$ cat config.mk
export PLATFORM = sky130hd
export DESIGN_NAME = plut_grad
export DESIGN_NICKNAME = d
export VERILOG_FILES = /design/src/hdl/plut_pkg.sv /design/src/hdl/plut_grad.sv
export SDC_FILE = /design/constraint.sdc
export NUM_CORES = 1
export LEC_CHECK = 0
export ABC_CLOCK_PERIOD_IN_PS = 5400
export BUFFER_PORTS_ARGS = -buffer_cell sky130_fd_sc_hd__buf_2
export CAP_MARGIN = 20
export CORE_MARGIN = 8
export CORE_UTILIZATION = 29
export DETAILED_ROUTE_END_ITERATION = 16
export GPL_TIMING_DRIVEN = 0
export PLACE_DENSITY = 0.45
export SLEW_MARGIN = 25
export SYNTH_ARGS = -nofsm -noshare
export SYNTH_HDL_FRONTEND = slang
export SYNTH_SLANG_ARGS = --single-unit
$ cat constraint.sdc
create_clock -name vclk -period 5.4
set_clock_uncertainty 0.15 [all_clocks]
set_input_delay 1.08 -clock vclk [all_inputs]
set_output_delay 1.08 -clock vclk [all_outputs]
set_load 0.02 [all_outputs]
$ cat src/hdl/plut_pkg.sv
`timescale 1ns / 1ps
// Package for the palette lookup with team remap.
// Word types, op and scheme codes, gradient colour tables and channel helpers.
package plut_pkg;

    localparam int unsigned ENTRIES   = 256;
    localparam int unsigned ENTRY_W   = 24;
    localparam int unsigned STEPS     = 16;
    localparam int unsigned SCHEMES   = 3;
    localparam int unsigned CHANNELS  = 3;

    localparam logic       OP_WRITE  = 1'b0;
    localparam logic       OP_LOOKUP = 1'b1;

    localparam logic [1:0] SCHEME_RED     = 2'd0;
    localparam logic [1:0] SCHEME_BLUE    = 2'd1;
    localparam logic [1:0] SCHEME_NEUTRAL = 2'd2;
    localparam logic [1:0] SCHEME_SPARE   = 2'd3;

    localparam logic [3:0] REMAP_BASE = 4'h1;
    localparam logic [5:0] VGA_MAX    = 6'd63;
    localparam logic [12:0] RECIP_15  = 13'd4370;

    localparam logic [7:0] DARK_TAB [SCHEMES][CHANNELS] = '{
        '{8'd48, 8'd4,  8'd3},
        '{8'd4,  8'd20, 8'd58},
        '{8'd32, 8'd32, 8'd32}
    };
    localparam logic [7:0] BRIGHT_TAB [SCHEMES][CHANNELS] = '{
        '{8'd255, 8'd64,  8'd30},
        '{8'd70,  8'd170, 8'd255},
        '{8'd210, 8'd210, 8'd210}
    };

    typedef struct packed {
        logic       op;
        logic [7:0] entry_index;
        logic [7:0] raw_red;
        logic [7:0] raw_green;
        logic [7:0] raw_blue;
        logic [1:0] team_scheme;
    } in_word_t;

    typedef struct packed {
        logic [7:0] out_red;
        logic [7:0] out_green;
        logic [7:0] out_blue;
    } out_word_t;

    // clamp to 63, then v*255/63 = 4v + v/21
    function automatic logic [7:0] expand_chan(input logic [7:0] raw);
        logic [5:0] v;
        logic [1:0] q;
        v = (raw > 8'(VGA_MAX)) ? VGA_MAX : raw[5:0];
        if (v >= 6'd63) begin
            q = 2'd3;
        end else if (v >= 6'd42) begin
            q = 2'd2;
        end else if (v >= 6'd21) begin
            q = 2'd1;
        end else begin
            q = 2'd0;
        end
        return {v, 2'b00} + 8'(q);
    endfunction

    // dark + floor((bright-dark)*k/15), divide by reciprocal
    function automatic logic [7:0] grad_chan(input logic [7:0] dark, input logic [7:0] bright,
                                             input logic [3:0] k);
        logic [11:0] prod;
        logic [24:0] scaled;
        prod   = 12'(bright - dark) * 12'(k);
        scaled = 25'(prod) * 25'(RECIP_15);
        return dark + scaled[23:16];
    endfunction

endpackage

$ cat src/hdl/plut_grad.sv
`timescale 1ns / 1ps
// Team gradient colour table: scheme and step to a 24-bit RGB colour.
// Depends on plut_pkg for the dark and bright tables and the gradient helper.
module plut_grad (
    input  logic [1:0]  scheme,
    input  logic [3:0]  step,
    output logic [23:0] colour
);

    logic [23:0] lut [plut_pkg::SCHEMES][plut_pkg::STEPS];
    logic [1:0]  row;

    for (genvar s = 0; s < plut_pkg::SCHEMES; s++) begin : g_scheme
        for (genvar k = 0; k < plut_pkg::STEPS; k++) begin : g_step
            assign lut[s][k] = {
                plut_pkg::grad_chan(plut_pkg::DARK_TAB[s][0], plut_pkg::BRIGHT_TAB[s][0], 4'(k)),
                plut_pkg::grad_chan(plut_pkg::DARK_TAB[s][1], plut_pkg::BRIGHT_TAB[s][1], 4'(k)),
                plut_pkg::grad_chan(plut_pkg::DARK_TAB[s][2], plut_pkg::BRIGHT_TAB[s][2], 4'(k))
            };
        end
    end

    always_comb begin
        unique case (scheme) inside
            plut_pkg::SCHEME_RED:                           row = 2'd0;
            plut_pkg::SCHEME_BLUE:                          row = 2'd1;
            plut_pkg::SCHEME_NEUTRAL, plut_pkg::SCHEME_SPARE: row = 2'd2;
            default:                                        row = 2'd2;
        endcase
    end

    assign colour = lut[row][step];

endmodule

==> run_results.csv <==
group,metric,value,unit
die,dieHeight,90.55,um
routing,drtIter0Drc,369,
sta,max-slew-margin-rel,55.16,%
finish,clkbuf_count,0,
global_routing,grt_pass1_wl,12.21,mm
synthesis,synthDistinctLibCells,58,
synthesis,syn_avg_cell_area,6.222,um^2
hold_path,hp-start,"step[2]",
clocking,post-cts-setup-buffers,0,
routing,via_per_inst,6.388,
sta,tns,0,ps
hold_path,min_path_type,"input pin to primary output",
global_routing,overflow,0,
die,die-area,8198,um^2
setup_path,endpoint_kind,"primary output",
clocking,cts_hold_buf,0,
synthesis,syn_inst,259,
placement,post-dp-hpwl,5.459,mm
clocking,ctsResizeCount,0,
synthesis,yosys_warnings,0,
synthesis,syn_area,1612,um^2
flow_run,maxCapViolCount,0,
finish,layout-drive-gt1-share,22.49,%
die,row_count,27,
routing,wirelength,7.704,mm
sta,rsz0062_at_grt,"no",
outcome,status,"complete, no violations",
synthesis,synth_nets,271,
finish,utilization,34.05,%
placement,place_inst,361,
setup_path,start_kind,"input pin",
finish,area_growth,14.91,%
finish,stdcell_count,361,
setup_path,cp.required,4170,ps
finish,register_area,0,um^2
finish,fillCellCount,634,
setup_path,critPathMaxFanout,11,
sta,min_period,4393,ps
pwr,ir_worst_vdd,0.00003302,V
synthesis,ys_seq_area_share,0,%
sta,hold_viol,0,
finish,design.seq.count,0,
global_routing,track_usage,17.96,%
pwr,power_density,108.3,nW/um^2
sta,finalSetupViolCount,0,
sta,period_share,81.35,%
finish,final_cell_mix,"buf_2 (49), o21ai_0 (29), a21oi_1 (23)",
routing,drc,0,
die,fp.dieW,90.55,um
pwr,power_leakage,0.7159,nW
die,core_area,5439,um^2
global_routing,antenna_found_initial,0,
die,initial_core_util,29.63,%
routing,ant_nets,0,
setup_path,path_class,"input pin to primary output",
placement,place_congestion,0.9390,
pwr,p_total,0.2006,mW
sta,setup_slack,1007,ps
global_routing,grt_pass1_vias,2290,
sta,clock.fmax,0.2277,GHz
finish,nNetsFinal,303,
setup_path,crit_start,"step[0]",
routing,post_drt_wl_per_cell,21.34,um
sta,maxSlewViolCount,0,
placement,port_buffers,30,
setup_path,critPathArrivalTime,3160,ps
sta,worst_pin_slew,670.2,ps
global_routing,grt_start_max_net_pins,12,
placement,post-place-ws,1066,ps
finish,diodes,0,
finish,final_common_cell,"buf_2",
routing,dr.pass1.iters,5,
die,io-pin-count,30,
routing,vias,2306,
## metrics by stage
step | hold WS [ps] | instance area, um^2
CTS | 2598 | 1852
floorplan | 2354 | 1612
finish | 2592 | 1852
detailed placement | 2596 | 1852
global route | 2641 | 1852
global placement | 2581 | 1852
## layer usage
| layer | routed length [um] | vias up | GRT usage [%] |
|---|---|---|---|
| li1 | - | 1026 | - |
| met1 | 3194 | 1073 | 23.21 |
| met2 | 3456 | 168 | 28.68 |
| met3 | 726 | 39 | 2.078 |
| met4 | 327 | 0 | 8.738 |
| met5 | 0 | - | 0 |
## worst max-delay path: stages
cell	delay, ps
buf_2	140
buf_4	190
inv_2	180
ha_1	180
clkbuf_1	430
nor2b_1	190
a211oi_1	260
a2111oi_0	100
a32oi_1	200
buf_2	200
## cells in the mapped netlist, drive strengths merged, types with 2 or more instances
cell / number / area (um^2)
o21ai: 33 / 165.2
buf: 27 / 155.1
a21oi: 23 / 115.1
nand2: 20 / 77.58
nor2: 17 / 63.81
nor2b: 14 / 87.58
clkbuf: 8 / 30.03
a211oi: 7 / 52.55
nand2b: 7 / 43.79
o211ai: 7 / 52.55
ha: 6 / 75.07
a22oi: 5 / 37.54
and2: 5 / 33.78
a21o: 4 / 30.03
inv: 4 / 15.02
mux2: 4 / 45.04
nor3: 4 / 20.02
o21a: 4 / 30.03
a2bb2oi: 3 / 26.28
a31oi: 3 / 18.77
a32oi: 3 / 26.28
and3: 3 / 18.77
nand3b: 3 / 22.52
o221ai: 3 / 26.28
o22ai: 3 / 18.77
o31ai: 3 / 22.52
or2: 3 / 18.77
xor2: 3 / 26.28
a2111oi: 2 / 23.77
a211o: 2 / 17.52
a221o: 2 / 20.02
mux2i: 2 / 20.02
nor3b: 2 / 15.01
o2111ai: 2 / 17.52
o311ai: 2 / 17.52
o32a: 2 / 20.02
or3: 2 / 12.51
## where the power goes
part	leakage, nW	internal (mW)	switching, mW
Clock	0	0	0
Combinational	0.716	0.0699	0.131
Sequential	0	0	0
## worst paths after layout
kind,endpoint,slack [ps],depth (start not counted)
max,colour[5],1010,10
min,colour[2],2590,5
## cell families (layout without fill, tap and decap cells)
logic type | after synthesis | in the layout | synth area share (%)
AO/OA/AOI/OAI | 119 | 119 | 49.15
XOR/XNOR | 4 | 4 | 2.174
adder cells (fa/ha/maj) | 6 | 6 | 4.658
buffers and inverters | 40 | 70 | 12.65
multiplexers | 6 | 6 | 4.037
AND/OR/NAND/NOR | 84 | 84 | 27.33
## final cells by class
class              count  area (um^2)  share of cell area (%)
plain buffers         35        185.2                   10.00
inverters              5        18.77                   1.014
multi-input cells    219         1408                   76.01
well taps             72        90.09                   4.865
repair buffers        30        150.1                   8.108
No activity file was read; power rests on OpenSTA's default activity.
